[config.mk]
export PLATFORM = sky130hd
export DESIGN_NAME = svf_outbuf
export DESIGN_NICKNAME = d
export VERILOG_FILES = /design/src/rtl/svf_pkg.sv /design/src/rtl/svf_outbuf.sv
export SDC_FILE = /design/constraint.sdc
export NUM_CORES = 1
export LEC_CHECK = 0
export BUFFER_PORTS_ARGS = -buffer_cell sky130_fd_sc_hd__buf_2
export CORE_ASPECT_RATIO = 1.1
export CORE_UTILIZATION = 50
export CTS_BUF_LIST = sky130_fd_sc_hd__clkbuf_2 sky130_fd_sc_hd__clkbuf_4 sky130_fd_sc_hd__clkbuf_8
export DETAILED_ROUTE_END_ITERATION = 8
export PLACE_DENSITY = 0.76
export SLEW_MARGIN = 5
export SYNTH_ARGS = -nofsm -noshare
export SYNTH_HDL_FRONTEND = slang
export SYNTH_SLANG_ARGS = --single-unit
export TNS_END_PERCENT = 5
[constraint.sdc]
create_clock -name clock -period 2.5 [get_ports clock]
set_input_delay 0.125 -clock clock [delete_from_list [all_inputs] [get_ports clock]]
set_output_delay 0.125 -clock clock [all_outputs]
set_load 0.01 [all_outputs]
[src/rtl/svf_pkg.sv]
// Package: constants, types and datapath functions of the scanline video filter.
package svf_pkg;

   localparam int MAX_WIDTH    = 1024;
   localparam int MAX_HEIGHT   = 1024;
   localparam int PIXEL_BITS   = 32;

   localparam int WORD_BITS    = 32;
   localparam int COL_BITS     = $clog2(MAX_WIDTH);
   localparam int ROW_BITS     = $clog2(MAX_HEIGHT);
   localparam int W_BITS       = COL_BITS + 1;
   localparam int H_BITS       = ROW_BITS + 1;
   localparam int BANK_DEPTH   = MAX_WIDTH / 2;
   localparam int BANK_BITS    = COL_BITS - 1;
   localparam int DIM_BITS     = 11;
   localparam int SHIFT_BITS   = 5;
   localparam int MODE_BITS    = 3;

   localparam int OUT_ROW_BITS = 10;
   localparam int OUT_COL_BITS = 10;
   localparam int RSP_FIELDS   = OUT_ROW_BITS + OUT_COL_BITS + WORD_BITS;
   localparam int RSP_BITS     = ((RSP_FIELDS + 7) / 8) * 8;

   localparam int NSLOT        = 4;
   localparam int SLOT_BITS    = $clog2(NSLOT);
   localparam int CNT_BITS     = $clog2(NSLOT + 1);

   localparam int ADDR_BITS    = 5;
   localparam int CSR_BITS     = 32;

   localparam logic [WORD_BITS-1:0] PIX_MASK =
      WORD_BITS'((64'd1 << PIXEL_BITS) - 64'd1);

   typedef enum logic [MODE_BITS-1:0] {
      MODE_PASS = 3'd0,
      MODE_MIX  = 3'd1,
      MODE_HALF = 3'd2,
      MODE_COPY = 3'd3,
      MODE_ZERO = 3'd4
   } scan_mode_type;

   typedef enum logic [2:0] {
      REG_SCAN_MODE    = 3'd0,
      REG_BLUR_ON      = 3'd1,
      REG_LINE_WIDTH   = 3'd2,
      REG_FRAME_HEIGHT = 3'd3,
      REG_RED_SHIFT    = 3'd4,
      REG_GREEN_SHIFT  = 3'd5,
      REG_BLUE_SHIFT   = 3'd6,
      REG_ALPHA_BITS   = 3'd7
   } reg_index_type;

   typedef struct packed {
      logic [MODE_BITS-1:0]  scan_mode;
      logic                  blur_on;
      logic [DIM_BITS-1:0]   line_width;
      logic [DIM_BITS-1:0]   frame_height;
      logic [SHIFT_BITS-1:0] red_shift;
      logic [SHIFT_BITS-1:0] green_shift;
      logic [SHIFT_BITS-1:0] blue_shift;
      logic [WORD_BITS-1:0]  alpha_bits;
   } cfg_type;

   typedef struct packed {
      logic [ROW_BITS-1:0]  row;
      logic [COL_BITS-1:0]  col;
      logic [WORD_BITS-1:0] pixel;
   } slot_type;

   typedef struct packed {
      logic [NSLOT-1:0]         valid;
      slot_type [NSLOT-1:0]     slot;
   } group_type;

   typedef struct packed {
      logic                 valid;
      logic                 stranded;
      logic                 odd_row;
      logic [ROW_BITS-1:0]  row;
      logic [COL_BITS-1:0]  col;
      logic [WORD_BITS-1:0] pixel;
      logic                 held_emit;
      logic [ROW_BITS-1:0]  held_row;
      logic [COL_BITS-1:0]  held_col;
      logic [WORD_BITS-1:0] held_value;
      logic                 cur_emit;
      logic                 hold;
   } stage_type;

   function automatic int clamp_dim(int v, int maxv);
      int r;
      r = v;
      if (v < 2) r = 2;
      else if (v > maxv) r = maxv;
      return r;
   endfunction

   function automatic logic [WORD_BITS-1:0] chan_mask(cfg_type cfg);
      logic [WORD_BITS-1:0] lows;
      lows = (WORD_BITS'(1) << cfg.red_shift) | (WORD_BITS'(1) << cfg.green_shift) |
             (WORD_BITS'(1) << cfg.blue_shift);
      return ~lows & ~cfg.alpha_bits & PIX_MASK;
   endfunction

   function automatic logic [WORD_BITS-1:0] avg2(logic [WORD_BITS-1:0] a,
                                                  logic [WORD_BITS-1:0] b,
                                                  logic [WORD_BITS-1:0] m);
      logic [WORD_BITS:0] s;
      s = {1'b0, a & m} + {1'b0, b & m};
      return s[WORD_BITS:1] & PIX_MASK;
   endfunction

endpackage

[src/rtl/svf_outbuf.sv]
// Result buffer: holds the writes of one pixel and hands them out one word per cycle while rsp_tready is high.
module svf_outbuf (
   input  logic                         clock,
   input  logic                         reset,
   input  logic                         load,
   input  svf_pkg::group_type           group,
   output logic                         load_ok,
   output logic                         rsp_tvalid,
   input  logic                         rsp_tready,
   output logic [svf_pkg::RSP_BITS-1:0] rsp_tdata,
   output logic                         rsp_tlast
);

   svf_pkg::slot_type             ent_ff [svf_pkg::NSLOT];
   svf_pkg::slot_type             ent_in [svf_pkg::NSLOT];
   logic [svf_pkg::CNT_BITS-1:0]  count_ff, count_in, k;
   logic [svf_pkg::SLOT_BITS-1:0] head_ff, head_in;
   logic                          pop;
   svf_pkg::slot_type             cur;

   assign pop     = (count_ff != '0) && rsp_tready;
   assign load_ok = (count_ff == '0) || ((count_ff == svf_pkg::CNT_BITS'(1)) && rsp_tready);

   always_comb begin
      ent_in   = ent_ff;
      count_in = count_ff;
      head_in  = head_ff;
      k        = '0;
      if (load) begin
         for (int i = 0; i < svf_pkg::NSLOT; i++) begin
            if (group.valid[i]) begin
               ent_in[k[svf_pkg::SLOT_BITS-1:0]] = group.slot[i];
               k = k + svf_pkg::CNT_BITS'(1);
            end
         end
         count_in = k;
         head_in  = '0;
      end else if (pop) begin
         count_in = count_ff - svf_pkg::CNT_BITS'(1);
         head_in  = head_ff + svf_pkg::SLOT_BITS'(1);
      end
   end

   always_ff @(posedge clock) begin
      if (reset) begin
         count_ff <= '0;
         head_ff  <= '0;
      end else begin
         count_ff <= count_in;
         head_ff  <= head_in;
      end
   end

   always_ff @(posedge clock) begin
      ent_ff <= ent_in;
   end

   assign cur        = ent_ff[head_ff];
   assign rsp_tvalid = (count_ff != '0);
   assign rsp_tlast  = (count_ff == svf_pkg::CNT_BITS'(1));
   assign rsp_tdata  = {(svf_pkg::RSP_BITS - svf_pkg::RSP_FIELDS)'(0), cur.pixel,
                        svf_pkg::OUT_COL_BITS'(cur.col), svf_pkg::OUT_ROW_BITS'(cur.row)};

   a_load_when_free: assert property (@(posedge clock) disable iff (reset)
      load |-> load_ok)
      else $error("result group loaded over pending words");

   a_count_range: assert property (@(posedge clock) disable iff (reset)
      count_ff <= svf_pkg::CNT_BITS'(svf_pkg::NSLOT))
      else $error("result count out of range");

   a_drain_step: assert property (@(posedge clock) disable iff (reset)
      pop && !load |=> count_ff == $past(count_ff) - svf_pkg::CNT_BITS'(1))
      else $error("result count not stepped on pop");

endmodule

==> key figures <==
Placement
  – Detailed Place HPWL: 25700 um
  – Final Wtd Congestion: 0.826
  – Port buffer count: 270

Setup path
  – Worst Path Required: about 2.4 ns
  – CP Launch Type: flop
  – Critical R2R Launch: ent_ff[160]$_DFFE_PP_
  – Crit end category: output port
  – Reg2Reg Capture Point: ent_ff[160]$_DFFE_PP_
  – Reg-to-reg slack, setup: slightly below 0.9 ns
  – Critical path data arrival time: 2.15 ns
  – Critical-path maximum fanout: 27
  – FF-to-FF path depth: 5
  – Critical path class: flop to output port

Power and ir drop
  – Maximum vdd ir drop: 0.472 mV
  – Total leakage power: between 7 and 8 nW
  – PwrDens: 583 nW/um^2
  – Final Power: between 0.009 and 0.01 W

Min path
  – Hold path cells: 3
  – Hold Startpoint: group[147]
  – Class of the worst hold path: input pin to flop
  – Hold EP: ent_ff[43]$_DFFE_PP_

Global routing
  – Busiest grt layer: met2
  – Largest net degree at the start of global routing: 89
  – GR Overflow Total: 0
  – Global-route wire length before repair: 63300 um
  – Met1 Use GR: 36.8%
  – Vias in the first global route: about 12000
  – Met2 Usage GRT: 46.6%
  – GRT Overall Usage: 28.2%
  – Antenna violations before repair: 4
  – M3 GR Usage: 4.70%

Clock network
  – Clock tree sinks: 213
  – CTS root buf: clkbuf_8
  – TritonCTS clock tree: done
  – CTS Buf Count: 39
  – Clock Pin Slew Worst Setup and Hold Paths: 0.06 ns
  – Skew-Pair Late Insertion Delay: about 0.54 ns
  – Max Root-Sink Buffers: 3
  – H-tree depth: 2

Yosys
  – Register area share after synthesis: between 40% and 50%
  – Yosys reg bits: roughly 210
  – Syn Area/Cell: 10.5 um^2
  – Synthesized area: roughly 14000 um^2
  – Yosys warnings: 0
  – Mapped Cells: between 1000 and 1500
  – Distinct cell type count of the synthesized netlist: 36

STA
  – Clock skew: 0.0248 ns
  – Final TNS setup: 0 ns
  – Fin. Hold Viols: 0
  – RSZ-0062 raised after global routing: false
  – Fmax: about 440 MHz
  – Fin crit period: 2.27 ns
  – Final Slew Violations: 0
  – Worst-Margin Slew: between 0.8 and 0.9 ns
  – Worst slew margin relative to its limit: 41.7%
  – Final worst-path cycle share: slightly above 90%
  – # setup viols final: 0

Finish
  – Fraction of layout cells with a size suffix above 1: 26.2%
  – Commonest non-fill, non-tap cells in the layout: buf_2, mux2i_1, edfxtp_1
  – P&R area growth vs syn: 22.1%
  – Nets: 1847
  – Leading cell type in the layout, fill and taps excluded: buf_2

Die
  – Die H: around 180 um
  – Initial Util: between 50% and 60%
  – I/O Pins: 275
  – Die Area: 28600 um^2
  – Row count: 63
  – Core ar.: 27200 um^2
  – Die Wd: 161 um

Routing
  – Post-DRT Antenna Nets: 0
  – Vias: 12045
  – DR pass1 iterations: 5
  – Routed WL per cell: roughly 20 um
  – Vias/cell: 5.99
  – First DRT Iteration DRCs: about 1200
  – Drt total wl: 40300 um
  – DR DRC count: 0

Run
  – Max_cap viols: 0

Run status
  – Status: completed
==> cells by family (layout without fill, tap and decap cells) <==
group | after synthesis | count (layout) | share of synthesized area, %
other | 1 | 8 | 0.0268
adder cells (fa/ha/maj) | 7 | 7 | 0.627
flip-flops | 213 | 213 | 45.4
multiplexers | 260 | 260 | 23.3
AND/OR/NAND/NOR | 393 | 393 | 11.4
XOR/XNOR | 5 | 5 | 0.314
AO/OA/AOI/OAI | 322 | 322 | 14.2
buffers and inverters | 129 | 446 | 4.68
==> worst max path at each step <==
stage / endpoint / slack (ns) / cells after the start / startpoint
detailed placement: ent_ff[178]$_DFFE_PP_ / 0.31 / 7 / group[208]
CTS: rsp_tdata[47] / 0.18 / 3 / head_ff[0]$_SDFFE_PP0P_
global placement: ent_ff[140]$_DFFE_PP_ / 0.39 / 8 / group[208]
floorplan: ent_ff[10]$_DFFE_PP_ / 0.17 / 11 / group[209]
finish: rsp_tdata[47] / 0.23 / 3 / head_ff[0]$_SDFFE_PP0P_
global route: rsp_tdata[47] / 0.14 / 3 / head_ff[0]$_SDFFE_PP0P_
==> layout make-up <==
class	count	area [um^2]
Tap cell	357	447
Sequential cell	213	6350
Clock buffer	50	632
Clock inverter	17	73.8
Antenna cell	4	10.0
Multi-Input combinational cell	991	7040
Inverter	5	18.8
Fill cell	2226	10100
Timing Repair Buffer	374	2480
==> routing by layer <==
| layer | wire length [um] | up-vias |
|---|---|---|
| li1 | - | 5575 |
| met1 | 16100 | 5730 |
| met2 | 19400 | 650 |
| met3 | 3540 | 90 |
| met4 | 1310 | 0 |
| met5 | 0 | - |
==> per-stage QoR <==
step | worst slack, ns | hold WS (ns) | instance area [um^2] | cells | utilization, %
after floorplan | 0.174 | 0.197 | 14000 | 1333 | -
after global placement | 0.394 | 0.379 | 15700 | 1877 | 57.7
after detailed placement | 0.311 | 0.381 | 15700 | 1877 | 57.7
after CTS | 0.180 | 0.00342 | 17000 | 2007 | 62.7
after global routing | 0.140 | 0.0190 | 17100 | 2011 | 62.7
final | 0.229 | 0.0201 | 17100 | 2011 | 62.7
==> power by group <==
group | switching, W | total, W | internal (W)
sequential | 0.000189 | 0.00461 | 0.00442
combinational | 0.00117 | 0.00220 | 0.00103
clock | 0.00148 | 0.00312 | 0.00165
total | 0.00284 | 0.00994 | 0.00710
==> registers in the layout (all words and copies together), names as in the netlist <==
name and flops:
ent_ff 208, count_ff 3, head_ff 2
==> synth_stat cells <==
cell / n / area share [%]
or3_1: 1 / 0.045
buf_1: 8 / 0.22
buf_2: 69 / 2.5
dfxtp_1: 5 / 0.72
buf_6: 6 / 0.48
nor2b_1: 1 / 0.045
a311oi_1: 53 / 3.3
nand2_1: 165 / 4.4
nand3_1: 55 / 2.0
nor3b_2: 1 / 0.090
ha_1: 7 / 0.63
a211oi_1: 2 / 0.11
a32o_1: 1 / 0.072
nor3b_1: 1 / 0.054
mux4_2: 52 / 8.4
buf_4: 10 / 0.54
a21o_1: 53 / 2.8
and3b_1: 2 / 0.13
o31ai_4: 1 / 0.15
inv_1: 5 / 0.13
xor2_1: 2 / 0.13
nand3b_1: 1 / 0.054
nor2_1: 158 / 4.2
o21ai_2: 2 / 0.13
mux2i_1: 208 / 15
xnor2_1: 3 / 0.19
nor3_1: 3 / 0.11
conb_1: 1 / 0.027
o21ai_0: 96 / 3.4
o21ai_1: 8 / 0.29
edfxtp_1: 208 / 45
a21boi_2: 1 / 0.081
clkbuf_1: 31 / 0.83
a21oi_1: 105 / 3.8
nand4b_1: 2 / 0.13
nand2b_1: 3 / 0.13
==> worst max-delay path: stages (launching register included) <==
cell	delay [ns]
dfxtp_4	0.53
buf_12	0.31
mux4_2	0.59
buf_2	0.17
==> timing repair <==
action                                  CTS  global route
hold endpoints to repair                199             0
gates resized for setup                   0             0
hold buffers                             63             0
buffers inserted                          0             0
endpoints found under the setup margin    0             0
(Power assumes the default switching activity.)
